### config.mk
export PLATFORM = sky130hd
export DESIGN_NAME = mfb_fifo
export DESIGN_NICKNAME = d
export VERILOG_FILES = /design/src/sv/mfb_fifo.sv
export SDC_FILE = /design/constraint.sdc
export NUM_CORES = 1
export LEC_CHECK = 0
export ABC_CLOCK_PERIOD_IN_PS = 2000
export BUFFER_PORTS_ARGS = -buffer_cell sky130_fd_sc_hd__buf_2
export CORE_MARGIN = 2
export CORE_UTILIZATION = 35
export DETAILED_ROUTE_END_ITERATION = 10
export GPL_TIMING_DRIVEN = 0
export SLEW_MARGIN = 15
export SYNTH_ARGS = -nofsm -noshare
export SYNTH_HDL_FRONTEND = slang
export SYNTH_SLANG_ARGS = --single-unit
export TNS_END_PERCENT = 100
### constraint.sdc
create_clock -name i_clk -period 2 [get_ports i_clk]
set_clock_uncertainty 0.1 [all_clocks]
set_input_delay 0.4 -clock i_clk [delete_from_list [all_inputs] [get_ports i_clk]]
set_output_delay 0.4 -clock i_clk [all_outputs]
set_load 0.01 [all_outputs]
### src/sv/mfb_fifo.sv
module mfb_fifo #(
    parameter int WIDTH = 8,
    parameter int DEPTH = 2
) (
    input  logic             i_clk,
    input  logic             i_rst_n,
    input  logic             i_push,
    input  logic [WIDTH-1:0] i_data,
    input  logic             i_pop,
    output logic [WIDTH-1:0] o_data,
    output logic             o_full,
    output logic             o_empty
);

    localparam int PTR_W = (DEPTH > 1) ? $clog2(DEPTH) : 1;
    localparam int CNT_W = $clog2(DEPTH + 1);

    logic [WIDTH-1:0] r_mem [DEPTH];
    logic [PTR_W-1:0] r_wp, n_wp;
    logic [PTR_W-1:0] r_rp, n_rp;
    logic [CNT_W-1:0] r_cnt, n_cnt;
    logic             do_push, do_pop;

    assign o_full  = (r_cnt == CNT_W'(DEPTH));
    assign o_empty = (r_cnt == '0);
    assign do_push = i_push && !o_full;
    assign do_pop  = i_pop && !o_empty;
    assign o_data  = r_mem[r_rp];

    always_comb begin
        n_wp  = r_wp;
        n_rp  = r_rp;
        n_cnt = r_cnt;
        if (do_push) begin
            n_wp = (r_wp == PTR_W'(DEPTH - 1)) ? '0 : r_wp + 1'b1;
        end
        if (do_pop) begin
            n_rp = (r_rp == PTR_W'(DEPTH - 1)) ? '0 : r_rp + 1'b1;
        end
        if (do_push && !do_pop) begin
            n_cnt = r_cnt + 1'b1;
        end else if (do_pop && !do_push) begin
            n_cnt = r_cnt - 1'b1;
        end
    end

    always_ff @(posedge i_clk) begin
        if (!i_rst_n) begin
            r_wp  <= '0;
            r_rp  <= '0;
            r_cnt <= '0;
        end else begin
            r_wp  <= n_wp;
            r_rp  <= n_rp;
            r_cnt <= n_cnt;
        end
    end

    always_ff @(posedge i_clk) begin
        if (do_push) begin
            r_mem[r_wp] <= i_data;
        end
    end

endmodule

==> results <==
- The flow ran to the end, and the final reports show no timing, DRC or antenna violations.
- For the worst setup path, the data arrival time is 1.31 ns.
- The fraction of power consumed by sequential logic is between 50% and 60%.
- Of the synthesized area, sequential elements account for 71.7%.
- In this run the tightest slew margin relative to its limit is 52.3%.
- The via count of the first global-routing pass is 472.
- In this run, distinct cell masters in the synthesized netlist total 20.
- The wire length of the first global-routing pass is 2040 µm.
- The number of buffers inserted by post-CTS setup repair is 0.
- In the final timing run, aggregate negative setup slack is 0 ns.
- The number of design rule violations left after detail routing is 0.
- For this design the top-level I/O count stands at 22.
- After synthesis the netlist holds a flip-flop and latch count of 21.
- The number of buffer cells added on primary ports is 21.
- The sequential cells in the finished layout cover a total of 581 µm².
- The total half-perimeter wirelength after legalization and detailed placement is 863 µm.
- At the pin with the least slew margin, the transition time is 0.712 ns.
- The initialized floorplan defines 17 standard-cell rows.
- Counting instances, the worst hold path has a depth of 1.
- The top-area cell type share of the netlist area is 59.4%.
- The number of max-capacitance violations reported is 0.
- Entering global routing, the biggest net connects 12 pins.
- The maximum fanout along the worst path is 8.
- Buffers inserted to repair hold after CTS numbered 0.
- The average vias per placed instance is 4.49.
- The total of cells resized after clock tree synthesis is 0.
- The post-route fraction of the period consumed by the critical path is 90.6%.
- The worst register-to-register path ends at r_mem[0][6].
- In this run, the combinational gates consume 33.1% of the power.
- At the worst endpoint, the required time is 1.50 ns.
- In this run the remaining antenna-violating nets after routing total 0.
- The clock latency of the later-clocked register in the worst-skew pair is 0.29 ns.
- The path class of the tightest hold or removal check is in -> reg.
- The layout has 205 filler cells.
- After the last flow step, the layout net total stands at 89.
- In this run the worst setup path terminates at o_data[7].
- The area of the core is roughly 2200 µm².
- The count of inserted antenna diode cells is 0.
- The hold slack is 0.190 ns.
- The slowest stage of the critical path belongs to the cell mux2_2.
- Clock-pin slew was measured on the worst setup and hold paths at 0.11 ns.
- The post-detailed-route wirelength per cell is 11.6 µm.
- The tree built by TritonCTS fans out to 21 sinks.
- Once layout is done, the placed cells without fillers occupy 976 µm².
- The static leakage is between 0.3 and 0.4 nW.
- The clock network burns 16.4% of the power.
- The signal on the critical path passes through buf_2, mux2_2, buf_2.
- The cell taking the most area after synthesis is edfxtp_1.
- The die outline width is between 50 and 60 µm.
- The share of post-route cells with drive strength above 1 is between 40% and 50%.
- Across all register-to-register paths, the minimum setup slack is roughly 0.33 ns.
- The area after detailed placement is 950 µm².
- In this run the clock root is driven by a clkbuf_4.
- The net count after synthesis is 63.
- The number of setup violations in the final report is 0.
- The violation count after the first detailed-routing iteration is 1.
- The worst reg2reg path depth is 3.
- The nature of the critical path startpoint is a flip-flop.
- The routed layout has 462 vias.
- The most numerous cell type found on the critical path is buf_2.
- IR analysis of the VDD net gives a maximum drop of 0.625 mV.
- The worst register-to-register path begins at r_cnt[0].
- The critical path capture point type is an output port.
- The synthesis-to-finish area growth is 20.6%.
- The highest clock rate is 552 MHz.
- The clock passes through at most 2 buffers.
- Ranked by total cell area, the synthesized netlist is headed by edfxtp_1 (59%), dfxtp_1 (12%), mux2_2 (11%), and2_1 (2.3%), xnor2_1 (2.2%).
- The max-slew violation count is 0.
- After detailed routing, the total wire length is roughly 1200 µm.
- The clock period could shrink to 1.81 ns.
- The number of hold violations in the final report is 0.
- Power spread over the standard cell area amounts to ~1200 nW/µm².
- For this run, the number of Yosys warnings is 0.
- Global routing used roughly 10% of the available tracks across all layers.
- The first-pass iteration count of the detailed router is 2.
- Each instance of the synthesized netlist takes up on average approximately 16 µm².
- The worst setup path category is reg -> out.
- For this design the total switching power over the nets is 0.000346 W.
- The internal power of the cells totals 0.000828 W.
- The area of the mapped netlist is 810 µm².
- The initial standard-cell utilization of the core is 37.0%.
- Setup repair after global routing left no endpoint under its margin.
- The congestion estimate from routability-driven global placement came to between 0.6 and 0.7.
- The number of antenna violations at the first check in global routing was 0.
- The total overflow left after global routing is 0.
- The clock tree from TritonCTS is done.
- The die covers 2710 µm².
- The number of buffers created by CTS is 3.
- Net switching is 29.5% of the power.
- The multi-input logic area is roughly 220 µm².
- Measured along the y axis, the die boundary spans roughly 52 µm.
- Counting every instance in the synthesized netlist gives 50.
- The delay of the slowest cell on the worst path is 0.37 ns.
- CTS built an H-tree with a depth of 1.
==> registers in the layout, indices dropped and copies added, names as in the netlist, named ones only <==
register	count
r_mem	16
r_cnt	2
r_rp	1
r_wp	1
==> how the worst min path moves through the flow <==
stage | slack [ns] | start | to
after floorplan | 0.38 | r_cnt[1] | r_cnt[1]
after global placement | 0.40 | r_cnt[1] | r_cnt[1]
after detailed placement | 0.42 | r_cnt[1] | r_cnt[1]
after CTS | 0.19 | i_data[6] | r_mem[0][6]
after global routing | 0.17 | i_data[6] | r_mem[0][6]
final | 0.19 | i_data[1] | r_mem[0][1]
==> layout make-up <==
| type | count | area share (%) |
|---|---|---|
| buffer | 1 | 0.513 |
| clock buffer | 4 | 2.69 |
| inverter | 2 | 0.769 |
| multi-input combinational | 26 | 22.2 |
| sequential | 21 | 59.5 |
| tap | 28 | 3.59 |
| timing repair buffer | 21 | 10.8 |
==> power groups by stage <==
stage	combinational (W)	clock, W	sequential (W)
floorplan	0.000276	0	0.000595
global placement	0.000383	0	0.000600
detailed placement	0.000393	0	0.000604
CTS	0.000398	0.000198	0.000595
global route	0.000433	0.000219	0.000603
finish	0.000388	0.000192	0.000594
==> per-stage QoR <==
stage | setup slack [ns] | utilization (%) | cells | total power, W
after floorplan | 0.429 | - | 50 | 0.000871
after global placement | 0.334 | 43.3 | 99 | 0.000983
after detailed placement | 0.327 | 43.3 | 99 | 0.000997
after CTS | 0.157 | 44.5 | 103 | 0.00119
after global routing | 0.103 | 44.5 | 103 | 0.00126
final | 0.189 | 44.5 | 103 | 0.00117
==> critical path: cells and delay by family (launching register included) <==
kind	cells	cell delay, ns
muxes	1	0.37
DFF	1	0.31
buffers and inverters	2	0.35
==> cell usage in the layout, fill, tap and decap left out, drive strengths merged <==
cell type	count
a21boi	2
and3	1
ha	1
dfxtp	5
mux2	8
edfxtp	16
nor2	2
buf	22
clkbuf	4
nand2b	1
nor3	1
and2	3
xnor2	2
inv	2
or3	1
o21ai	2
o21a	1
xor2	1
==> per-layer routing <==
metal  global-route usage [%]  routed length [µm]
met1                     11.3                 493
met2                     18.6                 605
met3                     3.16                  95
met4                     3.95                   0
met5                        0                   0
==> cell usage after synthesis (all sizes together) <==
master / instances
a21boi: 2
and2: 3
and3: 1
buf: 1
dfxtp: 5
edfxtp: 16
ha: 1
inv: 2
mux2: 8
nand2b: 1
nor2: 2
nor3: 1
o21a: 1
o21ai: 2
or3: 1
xnor2: 2
xor2: 1
==> cells by family (layout without fill, tap and decap cells) <==
| logic type | after synthesis | count (layout) | synth area share (%) |
|---|---|---|---|
| flops | 21 | 21 | 71.7 |
| simple gates | 9 | 9 | 6.80 |
| compound gates | 5 | 5 | 4.02 |
| fa+ha+maj | 1 | 1 | 1.55 |
| buf+inv | 3 | 28 | 1.54 |
| xor+xnor | 3 | 3 | 3.25 |
| mux | 8 | 8 | 11.1 |
Note: power is estimated with default switching activity, not from simulation.
