<file path="src/sv/mfb_pkg.sv">
package mfb_pkg;

    // Item opcodes
    localparam logic [1:0] OP_DRAW  = 2'd0;
    localparam logic [1:0] OP_CLEAR = 2'd1;
    localparam logic [1:0] OP_READ  = 2'd2;
    localparam logic [1:0] OP_UNDEF = 2'd3;

    // Register indexes on the config port
    localparam logic [2:0] CFG_ORIGIN_X = 3'd0;
    localparam logic [2:0] CFG_ORIGIN_Y = 3'd1;
    localparam logic [2:0] CFG_ROTATION = 3'd2;
    localparam logic [2:0] CFG_MODE     = 3'd3;
    localparam logic [2:0] CFG_WIDTH    = 3'd4;
    localparam logic [2:0] CFG_PAGES    = 3'd5;

    // Rotation codes
    localparam logic [1:0] ROT_0   = 2'd0;
    localparam logic [1:0] ROT_90  = 2'd1;
    localparam logic [1:0] ROT_180 = 2'd2;
    localparam logic [1:0] ROT_270 = 2'd3;

    // Write mode codes
    localparam logic [1:0] MODE_COPY   = 2'd0;
    localparam logic [1:0] MODE_TRANSP = 2'd1;
    localparam logic [1:0] MODE_INVERT = 2'd2;
    localparam logic [1:0] MODE_UNDEF  = 2'd3;

    // Command classes handed from the front end to the executor
    typedef enum logic [1:0] {
        K_DONE,   // no store access, result is ready at once
        K_WRITE,  // read-modify-write of one byte
        K_READ,   // read one byte
        K_CLEAR   // sweep the whole store to zero
    } t_kind;

    typedef struct packed {
        t_kind       kind;
        logic [7:0]  mask;    // bit to touch inside the byte
        logic        lit;     // 1 sets the bit, 0 clears it
        logic        status;  // status of an immediate result
    } t_cmd_ctl;

    typedef struct packed {
        logic [7:0]  data;
        logic        status;
    } t_res;

    localparam int CMDQ_DEPTH = 2;
    localparam int RESQ_DEPTH = 2;

endpackage

</file>
<file path="src/sv/mfb_front.sv">
module mfb_front #(
    parameter int MAX_WIDTH = 128,
    parameter int MAX_PAGES = 8,
    parameter int ADDR_W    = 10
) (
    input  logic                 i_clk,
    input  logic                 i_rst_n,
    input  logic                 i_cfg_we,
    input  logic [2:0]           i_cfg_idx,
    input  logic [7:0]           i_cfg_data,
    input  logic [1:0]           i_opcode,
    input  logic [7:0]           i_source_col,
    input  logic [7:0]           i_source_row,
    input  logic                 i_pixel_bit,
    input  logic [2:0]           i_read_page,
    input  logic [6:0]           i_read_column,
    output mfb_pkg::t_cmd_ctl    o_cmd,
    output logic [ADDR_W-1:0]    o_addr
);

    localparam int IDX_W = 14;

    logic [7:0] r_origin_x, r_origin_y, r_width;
    logic [1:0] r_rotation, r_mode;
    logic [3:0] r_pages;

    logic [7:0]       eff_w;
    logic [3:0]       eff_p;
    logic [7:0]       dx, dy;
    logic             do_write, lit, draw_off, read_off;
    logic [4:0]       mul_page;
    logic [7:0]       mul_col;
    logic [IDX_W-1:0] idx;

    always_ff @(posedge i_clk) begin
        if (!i_rst_n) begin
            r_origin_x <= '0;
            r_origin_y <= '0;
            r_rotation <= '0;
            r_mode     <= '0;
            r_width    <= 8'd128;
            r_pages    <= 4'd8;
        end else if (i_cfg_we) begin
            case (i_cfg_idx)
                mfb_pkg::CFG_ORIGIN_X: r_origin_x <= i_cfg_data;
                mfb_pkg::CFG_ORIGIN_Y: r_origin_y <= i_cfg_data;
                mfb_pkg::CFG_ROTATION: r_rotation <= i_cfg_data[1:0];
                mfb_pkg::CFG_MODE:     r_mode     <= i_cfg_data[1:0];
                mfb_pkg::CFG_WIDTH:    r_width    <= i_cfg_data;
                mfb_pkg::CFG_PAGES:    r_pages    <= i_cfg_data[3:0];
                default: ;
            endcase
        end
    end

    // size in use, clamped to the store
    assign eff_w = ({1'b0, r_width} < 9'(MAX_WIDTH)) ? r_width : 8'(MAX_WIDTH);
    assign eff_p = ({2'b0, r_pages} < 6'(MAX_PAGES)) ? r_pages : 4'(MAX_PAGES);

    always_comb begin
        unique case (r_rotation)
            mfb_pkg::ROT_0: begin
                dx = r_origin_x + i_source_col;
                dy = r_origin_y + i_source_row;
            end
            mfb_pkg::ROT_90: begin
                dx = r_origin_x - i_source_row;
                dy = r_origin_y + i_source_col;
            end
            mfb_pkg::ROT_180: begin
                dx = r_origin_x - i_source_col;
                dy = r_origin_y - i_source_row;
            end
            default: begin
                dx = r_origin_x + i_source_row;
                dy = r_origin_y - i_source_col;
            end
        endcase
    end

    always_comb begin
        unique case (r_mode)
            mfb_pkg::MODE_COPY: begin
                do_write = 1'b1;
                lit      = i_pixel_bit;
            end
            mfb_pkg::MODE_TRANSP: begin
                do_write = i_pixel_bit;
                lit      = 1'b1;
            end
            mfb_pkg::MODE_INVERT: begin
                do_write = 1'b1;
                lit      = !i_pixel_bit;
            end
            default: begin
                do_write = 1'b0;
                lit      = 1'b0;
            end
        endcase
    end

    assign draw_off = (dx >= eff_w) || (dy[7:3] >= {1'b0, eff_p});
    assign read_off = ({1'b0, i_read_column} >= eff_w) || ({1'b0, i_read_page} >= eff_p);

    // one multiplier serves both draw and read addressing
    assign mul_page = (i_opcode == mfb_pkg::OP_READ) ? {2'b0, i_read_page} : dy[7:3];
    assign mul_col  = (i_opcode == mfb_pkg::OP_READ) ? {1'b0, i_read_column} : dx;
    assign idx      = IDX_W'(mul_page) * IDX_W'(eff_w) + IDX_W'(mul_col);
    assign o_addr   = ADDR_W'(idx);

    always_comb begin
        o_cmd.kind   = mfb_pkg::K_DONE;
        o_cmd.mask   = 8'd1 << dy[2:0];
        o_cmd.lit    = lit;
        o_cmd.status = 1'b0;
        unique case (i_opcode)
            mfb_pkg::OP_DRAW: begin
                if (do_write && draw_off) begin
                    o_cmd.status = 1'b1;
                end else if (do_write) begin
                    o_cmd.kind = mfb_pkg::K_WRITE;
                end
            end
            mfb_pkg::OP_CLEAR: o_cmd.kind = mfb_pkg::K_CLEAR;
            mfb_pkg::OP_READ: begin
                if (read_off) begin
                    o_cmd.status = 1'b1;
                end else begin
                    o_cmd.kind = mfb_pkg::K_READ;
                end
            end
            default: ;
        endcase
    end

endmodule

</file>
<file path="config.mk">
export PLATFORM = sky130hd
export DESIGN_NAME = mfb_front
export DESIGN_NICKNAME = d
export VERILOG_FILES = /design/src/sv/mfb_pkg.sv /design/src/sv/mfb_front.sv
export SDC_FILE = /design/constraint.sdc
export NUM_CORES = 1
export LEC_CHECK = 0
export BUFFER_PORTS_ARGS = -buffer_cell sky130_fd_sc_hd__buf_2
export CORE_MARGIN = 1
export CORE_UTILIZATION = 30
export DETAILED_ROUTE_END_ITERATION = 12
export RECOVER_POWER = 100
export REMOVE_ABC_BUFFERS = 1
export SLEW_MARGIN = 20
export SYNTH_ARGS = -nofsm -noshare
export SYNTH_HDL_FRONTEND = slang
export SYNTH_SLANG_ARGS = --single-unit
</file>
<file path="constraint.sdc">
create_clock -name i_clk -period 15.38 [get_ports i_clk]
set_clock_uncertainty 0.1 [all_clocks]
set_input_delay 3.076 -clock i_clk [delete_from_list [all_inputs] [get_ports i_clk]]
set_output_delay 3.076 -clock i_clk [all_outputs]
set_load 0.02 [all_outputs]
</file>
==> impl_metrics.env, run 1 <==
export IMPL_status="complete, no violations"
export IMPL_dieArea_sq_um=15600
export IMPL_clk_pin_slew_ns=0.06
export IMPL_final_common_cell="nand2_1"
export IMPL_arrival_ns=9.87
export IMPL_min_period_ns=13.05
export IMPL_grt_pass1_vias=3923
export IMPL_ys_ff_latch=32
export IMPL_grt_use_total_pct=15.1
export IMPL_cp_end_kind="output pin"
export IMPL_clockBufferDepth=2
export IMPL_antenna_cells=0
export IMPL_layout_nets=750
export IMPL_io_pin_count=65
export IMPL_die_h_microns=125
export IMPL_crit_buf_inv=3
export IMPL_drive_gt1_share_pct=13.0
export IMPL_rows=44
export IMPL_synth_cell_types=59
export IMPL_clock_sinks=32
export IMPL_area_growth_pct=13.5
export IMPL_drt_pass1_iter_count=8
export IMPL_clock_latency_ns=0.28
export IMPL_grt_max_degree=34
export IMPL_n_fill_cell=1584
export IMPL_rsz0062_at_grt="false"
export IMPL_reg2reg_from="r_rotation[0]"
export IMPL_endpoint="o_addr[9]"
export IMPL_critPathMaxFanout=7
export IMPL_cpMostUsedCell="nor2_1"
export IMPL_setup_tns_ns=0
export IMPL_hold_violations=0
export IMPL_ys_seq_area_share_pct=14.1
export IMPL_via_per_inst=4.86
export IMPL_timing_max_cap_violations=0
export IMPL_wire_per_inst_microns=13.7
export IMPL_synth_flop_cell="dfxtp_1"
export IMPL_drc=0
export IMPL_synthesis_instances=575
export IMPL_critPathLaunchType="input pin"
export IMPL_postSynthAreaPerCell_sq_um=7.91
export IMPL_cts_made_buffers=5
export IMPL_tightest_slew_ns=0.986
export IMPL_numPortBuffers=64
export IMPL_fin_crit_sh_pct=84.8
export IMPL_critical_path_class="in -> out"
export IMPL_worst_path_stages=25
export IMPL_max_freq_ghz=0.0766
export IMPL_cts_resized=0
export IMPL_crit_slowest_cell="nor3_1"
export IMPL_hold_class="reg -> reg"
export IMPL_crit_family="simple AND/OR/NAND/NOR gates"
export IMPL_dpl_hpwl_microns=9240
export IMPL_reg2reg_depth=3
export IMPL_cellPowerDensity_nw_per_um2=64.4
export IMPL_grt_antenna_before_repair=0
export IMPL_synth_edf_count=0
export IMPL_cts_root_buf="clkbuf_16"
export IMPL_reg2reg_to="r_rotation[0]"
export IMPL_postRouteAntennaNets=0
export IMPL_holdBufCountCts=0
export IMPL_final_cell_mix="nand2_1, nor2_1, inv_1"
export IMPL_crit_start="i_source_col[1]"
export IMPL_grt_pass1_wl_microns=19100
export IMPL_cts_setup_buffers=0
export IMPL_die_x_microns=125
export IMPL_slew_violations=0
export IMPL_critPathMaxStageDelay_ns=0.58
export IMPL_totalWireLength_microns=11200
export IMPL_final_core_util_pct=35.2
export IMPL_start_util_pct=31.0
export IMPL_holdWs_ns=0.362
export IMPL_synthArstFlopShare_pct=0
export IMPL_syn_area_sq_um=4550
export IMPL_cts_max_level=2
export IMPL_required_ns=12.20
export IMPL_grt_overflow=0
export IMPL_coreArea_sq_um=14600
export IMPL_cts_tree="built"
export IMPL_num_vias=3958
export IMPL_setup_violations=0
export IMPL_drtIter0Drc=198
export IMPL_relSlewSlack_pct=33.7
export IMPL_yosysWarningCount=0
export IMPL_p_leak_nw=2.21
export IMPL_irDropWorstVdd_uv=32.9
export IMPL_place_congestion=0.803
export IMPL_rrSetupSlack_ns=14.26
## registers in the layout (all words and copies together), names as in the netlist
register	count
r_rotation	2
r_mode	2
r_width	8
r_pages	4
r_origin_y	8
r_origin_x	8
## worst min path at each step
stage          depth (start not counted)           from             to  slack, ns
6_report                               2     r_width[1]     r_width[1]       0.36
5_1_grt                                2  r_origin_y[6]  r_origin_y[6]       0.39
4_1_cts                                2     r_width[2]     r_width[2]       0.37
3_5_place_dp                           2     r_width[2]     r_width[2]       0.36
3_3_place_gp                           2     r_width[4]     r_width[4]       0.36
2_1_floorplan                          2  r_origin_x[0]  r_origin_x[0]       0.34
## synthesized netlist by cell type (4+ instances only)
| cell | number | area (sq um) |
|---|---|---|
| dfxtp_1 | 32 | 641 |
| mux2i_1 | 14 | 140 |
| nand2b_1 | 13 | 81.3 |
| clkbuf_1 | 14 | 52.6 |
| a21o_1 | 13 | 97.6 |
| or2_2 | 11 | 68.8 |
| a21oi_1 | 25 | 125 |
| nor3_1 | 13 | 65.1 |
| nand2_1 | 93 | 349 |
| a21boi_0 | 25 | 188 |
| mux4_2 | 7 | 158 |
| xor2_1 | 4 | 35.0 |
| a311oi_1 | 4 | 35.0 |
| nor2b_1 | 12 | 75.1 |
| xnor2_1 | 20 | 175 |
| nand3_1 | 11 | 55.1 |
| nor2_1 | 56 | 210 |
| fa_1 | 26 | 521 |
| ha_1 | 51 | 638 |
| o21ai_0 | 23 | 115 |
| inv_1 | 55 | 206 |
## tightest hold or removal path, delay by kind of cell, from the launching register on
kind / cells / cell delay [ns]
flops: 1 / 0.31
compound gates: 1 / 0.06
simple gates: 1 / 0.04
## metal layers
| layer | vias up | global-route usage [%] | wire (microns) | share of wire (%) |
|---|---|---|---|---|
| met1 | 1812 | 19.8 | 5420 | 48 |
| met3 | 5 | 1.75 | 414 | 3.7 |
| met5 | - | 0 | 0 | 0 |
| met4 | 0 | 4.02 | 112 | 1.0 |
| li1 | 2062 | - | - | - |
| met2 | 79 | 26.2 | 5250 | 47 |
## metrics by stage
stage / worst slack [ns] / total power [mW] / cells / area (sq um)
global route: 1.75 / 0.357 / 815 / 5160
CTS: 2.60 / 0.339 / 815 / 5190
detailed placement: 2.63 / 0.223 / 807 / 5030
floorplan: 3.35 / 0.182 / 556 / 4450
global placement: 2.70 / 0.222 / 807 / 5030
finish: 2.33 / 0.333 / 815 / 5160
## where the power goes
group / internal [mW] / leakage, nW / switching [mW]
clock: 0.0760 / 0.0798 / 0.0378
sequential: 0.0848 / 0.259 / 0.00125
combinational: 0.0520 / 1.87 / 0.0808
total: 0.213 / 2.21 / 0.120
## logic make-up after synthesis
logic type	count (synthesis)	synth area share, %
buf+inv	75	6.69
compound gates	116	17.5
simple gates	227	23.6
flops	32	14.1
xor+xnor	24	4.62
fa+ha+maj	77	25.5
mux	24	7.95
## area by class of cell
class                      count  area (sq um)  area share, %
clock buffer                   5           125           2.42
clock inverter                 3          42.5          0.824
inverter                      56           213           4.12
multi-input combinational    468          3590           69.6
sequential                    32           641           12.4
tap                          184           230           4.46
timing repair buffer          67           317           6.13
Power figures use the tool's default switching activity.
==> run 2, diff against run 1 <==
==> constraint.sdc (replaced) <==
create_clock -name i_clk -period 11.08 [get_ports i_clk]
set_clock_uncertainty 0.1 [all_clocks]
set_input_delay 2.216 -clock i_clk [delete_from_list [all_inputs] [get_ports i_clk]]
set_output_delay 2.216 -clock i_clk [all_outputs]
set_load 0.02 [all_outputs]
==> impl_metrics.env, run 2 (same netlist as run 1, synthesis figures left out) <==
export IMPL_dpl_hpwl_microns=9250
export IMPL_grt_antenna_before_repair=0
export IMPL_critPathLaunchType="input pin"
export IMPL_p_leak_nw=2.26
export IMPL_grt_use_total_pct=15.4
export IMPL_holdBufCountCts=0
export IMPL_min_period_ns=10.62
export IMPL_num_vias=4010
export IMPL_seqPwrFrac_pct=25.9
export IMPL_place_congestion=0.804
export IMPL_fin_cells=822
export IMPL_cts_max_level=2
export IMPL_grt_pass1_vias=4187
export IMPL_setup_violations=0
export IMPL_io_pin_count=65
export IMPL_die_x_microns=125
export IMPL_fin_crit_sh_pct=95.8
export IMPL_required_ns=8.76
export IMPL_design_area_sq_um=5260
export IMPL_slew_violations=0
export IMPL_postRouteAntennaNets=0
export IMPL_layout_nets=757
export IMPL_clock_latency_ns=0.27
export IMPL_antenna_cells=0
export IMPL_relSlewSlack_pct=31.7
export IMPL_post_place_ws_ns=0.180
export IMPL_rsz0062_at_grt="false"
export IMPL_drive_gt1_share_pct=15.0
export IMPL_p_clk_share_pct=33.2
export IMPL_final_cell_mix="nand2_1, nor2_1, inv_1"
export IMPL_drc=0
export IMPL_placed_cell_area_sq_um=5060
export IMPL_dieArea_sq_um=15600
export IMPL_clock_sinks=32
export IMPL_grt_pass1_wl_microns=19800
export IMPL_drtIter0Drc=173
export IMPL_timing_max_cap_violations=0
export IMPL_area_growth_pct=15.7
export IMPL_rows=44
export IMPL_comb_power_share_pct=40.9
export IMPL_wire_per_inst_microns=13.6
export IMPL_cts_root_buf="clkbuf_16"
export IMPL_clk_pin_slew_ns=0.05
export IMPL_intPower_mw=0.300
export IMPL_fin_ws_ns=0.464
export IMPL_hold_violations=0
export IMPL_switching_share_pct=35.5
export IMPL_status="complete, no violations"
export IMPL_drt_pass1_iter_count=6
export IMPL_final_common_cell="nand2_1"
export IMPL_tightest_slew_ns=1.02
export IMPL_n_fill_cell=1581
export IMPL_die_h_microns=125
export IMPL_cellPowerDensity_nw_per_um2=88.4
export IMPL_finalPower_mw=0.465
export IMPL_start_util_pct=31.0
export IMPL_grt_overflow=0
export IMPL_critPathMaxFanout=5
export IMPL_arrival_ns=8.30
export IMPL_dp_cells=812
export IMPL_cts_made_buffers=5
export IMPL_irDropWorstVdd_uv=48.9
export IMPL_hold_class="reg -> reg"
export IMPL_critical_path_class="in -> out"
export IMPL_via_per_inst=4.88
export IMPL_power_switching_mw=0.165
export IMPL_coreArea_sq_um=14600
export IMPL_numPortBuffers=64
export IMPL_totalWireLength_microns=11200
export IMPL_cp_end_kind="output pin"
export IMPL_grt_max_degree=33
export IMPL_top_regs="r_origin_x (8), r_origin_y (8), r_width (8)"
export IMPL_cts_tree="built"
export IMPL_setup_tns_ns=0
export IMPL_max_freq_ghz=0.0942
export IMPL_clockBufferDepth=2
run 2: changes by cell type in the layout (fill, tap and decap cells not counted), moves of 2 or more:
| cell | previous run | this run |
|---|---|---|
| nor3_1 | 14 | 12 |
| a21oi_1 | 25 | 23 |
| a21oi_2 | 0 | 2 |
| buf_4 | 3 | 9 |
| clkbuf_1 | 21 | 23 |
| nor3_2 | 0 | 2 |
run 2: stage by stage:
| step | hold slack (ns) | utilization, % |
|---|---|---|
| finish | 0.364 | 35.9 |
| detailed placement | 0.360 | 34.6 |
| global placement | 0.354 | 34.6 |
| CTS | 0.368 | 35.7 |
| floorplan | 0.343 | - |
| global route | 0.387 | 35.9 |
run 2: path summary, 6_finish.rpt:
| kind | from | slack, ns | to | cells past startpoint |
|---|---|---|---|---|
| setup reg to reg | r_rotation[1] | 9.64 | r_rotation[1] | 2 |
| setup / recovery | i_source_col[1] | 0.46 | o_addr[9] | 25 |
| hold reg to reg | r_width[3] | 0.36 | r_width[3] | 2 |
| hold / removal | r_width[3] | 0.36 | r_width[3] | 2 |
run 2: cell type report:
| cell class | instances | area, sq um | area share [%] |
|---|---|---|---|
| clock buffer | 6 | 129 | 2.45 |
| sequential | 32 | 641 | 12.2 |
| timing repair buffer | 74 | 365 | 6.95 |
| clock inverter | 2 | 35.0 | 0.666 |
| multi-input combinational | 468 | 3640 | 69.3 |
| inverter | 56 | 213 | 4.05 |
| tap | 184 | 230 | 4.38 |
run 2: repair_timing:
item	in CTS	in global routing
endpoints found under the setup margin	0	1
setup buffers	0	2
resized for setup	0	9
run 2: critical path, cell delays in order:
cell and delay [ns]:
buf_2 0.12, nor3_2 0.20, nor3b_1 0.34, nor2_1 0.11, mux4_2 0.45, nor2_1 0.17, ha_1 0.32, or2_2 0.32
a21oi_1 0.18, a21oi_2 0.08, nor3_2 0.26, o21ai_0 0.15, or2_2 0.32, fa_1 0.50, fa_1 0.51, fa_1 0.54
inv_1 0.04, ha_1 0.32, nor2b_1 0.14, nor2_1 0.09, nor2_1 0.07, o41ai_2 0.34, xnor2_1 0.18, xnor2_1 0.14
clkbuf_2 0.19
run 2: power by group through the flow:
stage | Clock, mW | Sequential, mW | Combinational, mW
3_3_place_gp | 0 | 0.123 | 0.187
6_report | 0.155 | 0.120 | 0.190
2_1_floorplan | 0 | 0.122 | 0.131
5_1_grt | 0.163 | 0.121 | 0.216
3_5_place_dp | 0 | 0.123 | 0.189
4_1_cts | 0.158 | 0.120 | 0.190
run 2: metal layers:
layer  wire length (microns)  vias up  global-route usage (%)
met1                    5430     1857                    20.4
met2                    5290       64                    26.8
met4                     138        0                    3.80
li1                        -     2079                       -
met5                       0        -                       0
met3                     329       10                    1.37
==> run 3, diff against run 2 <==
--- a/config.mk
+++ b/config.mk
@@ -5,11 +5,10 @@
 export SDC_FILE = /design/constraint.sdc
 export NUM_CORES = 1
 export LEC_CHECK = 0
-export BUFFER_PORTS_ARGS = -buffer_cell sky130_fd_sc_hd__buf_2
+export BUFFER_PORTS_ARGS = -buffer_cell sky130_fd_sc_hd__buf_4
 export CORE_MARGIN = 1
 export CORE_UTILIZATION = 30
 export DETAILED_ROUTE_END_ITERATION = 12
-export RECOVER_POWER = 100
 export REMOVE_ABC_BUFFERS = 1
 export SLEW_MARGIN = 20
 export SYNTH_ARGS = -nofsm -noshare
==> impl_metrics.env, run 3 (same netlist as run 1, synthesis figures left out) <==
export IMPL_num_vias=4013
export IMPL_fin_crit_sh_pct=96.1
export IMPL_cts_tree="built"
export IMPL_hold_end="r_width[2]"
export IMPL_rows=44
export IMPL_relSlewSlack_pct=32.3
export IMPL_fin_ws_ns=0.437
export IMPL_die_x_microns=125
export IMPL_reg2reg_to="r_rotation[0]"
export IMPL_cts_resized=0
export IMPL_cp_end_kind="output pin"
export IMPL_dpl_hpwl_microns=9370
export IMPL_die_h_microns=125
export IMPL_cellPowerDensity_nw_per_um2=88.2
export IMPL_cts_max_level=2
export IMPL_clockBufferDepth=2
export IMPL_antenna_cells=0
export IMPL_min_period_ns=10.64
export IMPL_dieArea_sq_um=15600
export IMPL_drc=0
export IMPL_grt_overflow=0
export IMPL_start_util_pct=31.0
export IMPL_drt_pass1_iter_count=6
export IMPL_timing_max_cap_violations=0
export IMPL_reg2reg_from="r_rotation[0]"
export IMPL_setup_violations=0
export IMPL_via_per_inst=4.89
export IMPL_cts_setup_buffers=0
export IMPL_wire_per_inst_microns=13.7
export IMPL_tightest_slew_ns=1.01
export IMPL_final_cell_mix="nand2_1, buf_4, nor2_1"
export IMPL_drive_gt1_share_pct=18.4
export IMPL_grt_max_degree=33
export IMPL_critPathMaxFanout=8
export IMPL_top_regs="r_origin_x (8), r_origin_y (8), r_width (8)"
export IMPL_required_ns=8.76
export IMPL_grt_use_total_pct=15.0
export IMPL_clk_pin_slew_ns=0.05
export IMPL_setup_tns_ns=0
export IMPL_final_common_cell="nand2_1"
export IMPL_grt_pass1_vias=3910
export IMPL_hp_start="r_width[2]"
export IMPL_status="complete, no violations"
export IMPL_hold_violations=0
export IMPL_rsz0062_at_grt="false"
export IMPL_arrival_ns=8.33
export IMPL_max_freq_ghz=0.0940
export IMPL_holdBufCountCts=0
export IMPL_clock_sinks=32
export IMPL_post_place_ws_ns=0.119
export IMPL_io_pin_count=65
export IMPL_grt_pass1_wl_microns=19200
export IMPL_place_congestion=0.794
export IMPL_critPathLaunchType="input pin"
export IMPL_reg2reg_depth=2
export IMPL_coreArea_sq_um=14600
export IMPL_p_leak_nw=2.38
export IMPL_grt_antenna_before_repair=0
export IMPL_hold_class="reg -> reg"
export IMPL_layout_nets=756
export IMPL_rrSetupSlack_ns=9.81
export IMPL_critical_path_class="in -> out"
export IMPL_irDropWorstVdd_uv=62.6
export IMPL_drtIter0Drc=202
export IMPL_cts_root_buf="clkbuf_16"
export IMPL_cts_made_buffers=5
export IMPL_hold_path_depth=2
export IMPL_totalWireLength_microns=11200
export IMPL_area_growth_pct=19.5
export IMPL_postRouteAntennaNets=0
export IMPL_numPortBuffers=64
export IMPL_clock_latency_ns=0.27
export IMPL_slew_violations=0
run 3: cell types whose count changed in the layout (fill, tap and decap cells not counted), moves of 2 or more:
cell / previous run / this run
buf_4: 9 / 73
buf_2: 42 / 0
clkbuf_1: 23 / 1
mux2i_2: 0 / 2
run 3: layout make-up:
class                      instances  area, sq um
fill                            1534         9210
timing repair buffer              73          548
multi-input combinational        468         3630
clock buffer                       6          129
clock inverter                     2         35.0
sequential                        32          641
inverter                          56          213
tap                              184          230
run 3: how the worst max path moves through the flow:
stage | startpoint | endpoint
after floorplan | i_source_col[1] | o_addr[9]
after global placement | i_source_col[1] | o_addr[9]
after detailed placement | i_source_row[0] | o_addr[9]
after CTS | i_source_row[0] | o_addr[9]
after global routing | i_source_col[0] | o_addr[9]
final | i_source_row[0] | o_addr[9]
run 3: critical path, cell delays in order:
cell and delay (ns):
buf_4 0.11, inv_1 0.05, ha_1 0.24, nand2b_1 0.12, o21ai_0 0.10, mux4_1 0.51
o211ai_1 0.11, ha_1 0.29, and2_1 0.18, a22o_1 0.21, a311oi_1 0.30, xnor2_1 0.24
mux2i_2 0.22, or2_2 0.35, fa_1 0.46, fa_1 0.51, fa_1 0.55, inv_1 0.04
ha_1 0.34, a21oi_2 0.18, nor2b_1 0.06, nor2_1 0.08, nor2_1 0.06, o41ai_2 0.30
xnor2_1 0.14, xnor2_1 0.19, buf_4 0.17
run 3: per-layer routing:
layer	vias up	track usage [%]	wire, microns
met5	-	0	0
met4	0	3.80	146
met3	10	1.24	257
met2	63	25.5	5220
met1	1869	20.6	5600
li1	2071	-	-
run 3: stage by stage:
stage	instances	power, mW	utilization [%]	hold WS (ns)	area, sq um
finish	821	0.479	37.1	0.360	5430
global route	821	0.514	37.1	0.382	5430
CTS	821	0.481	36.9	0.366	5400
detailed placement	813	0.325	35.7	0.359	5230
global placement	813	0.323	35.7	0.352	5230
floorplan	556	0.253	-	0.343	4450
run 3: report_power, final:
group / total [mW] / switching (mW) / leakage, nW / internal [mW]
clock network: 0.155 / 0.0497 / 0.0808 / 0.106
registers: 0.120 / 0.00221 / 0.259 / 0.118
logic: 0.204 / 0.113 / 2.04 / 0.0909
total: 0.479 / 0.165 / 2.38 / 0.314
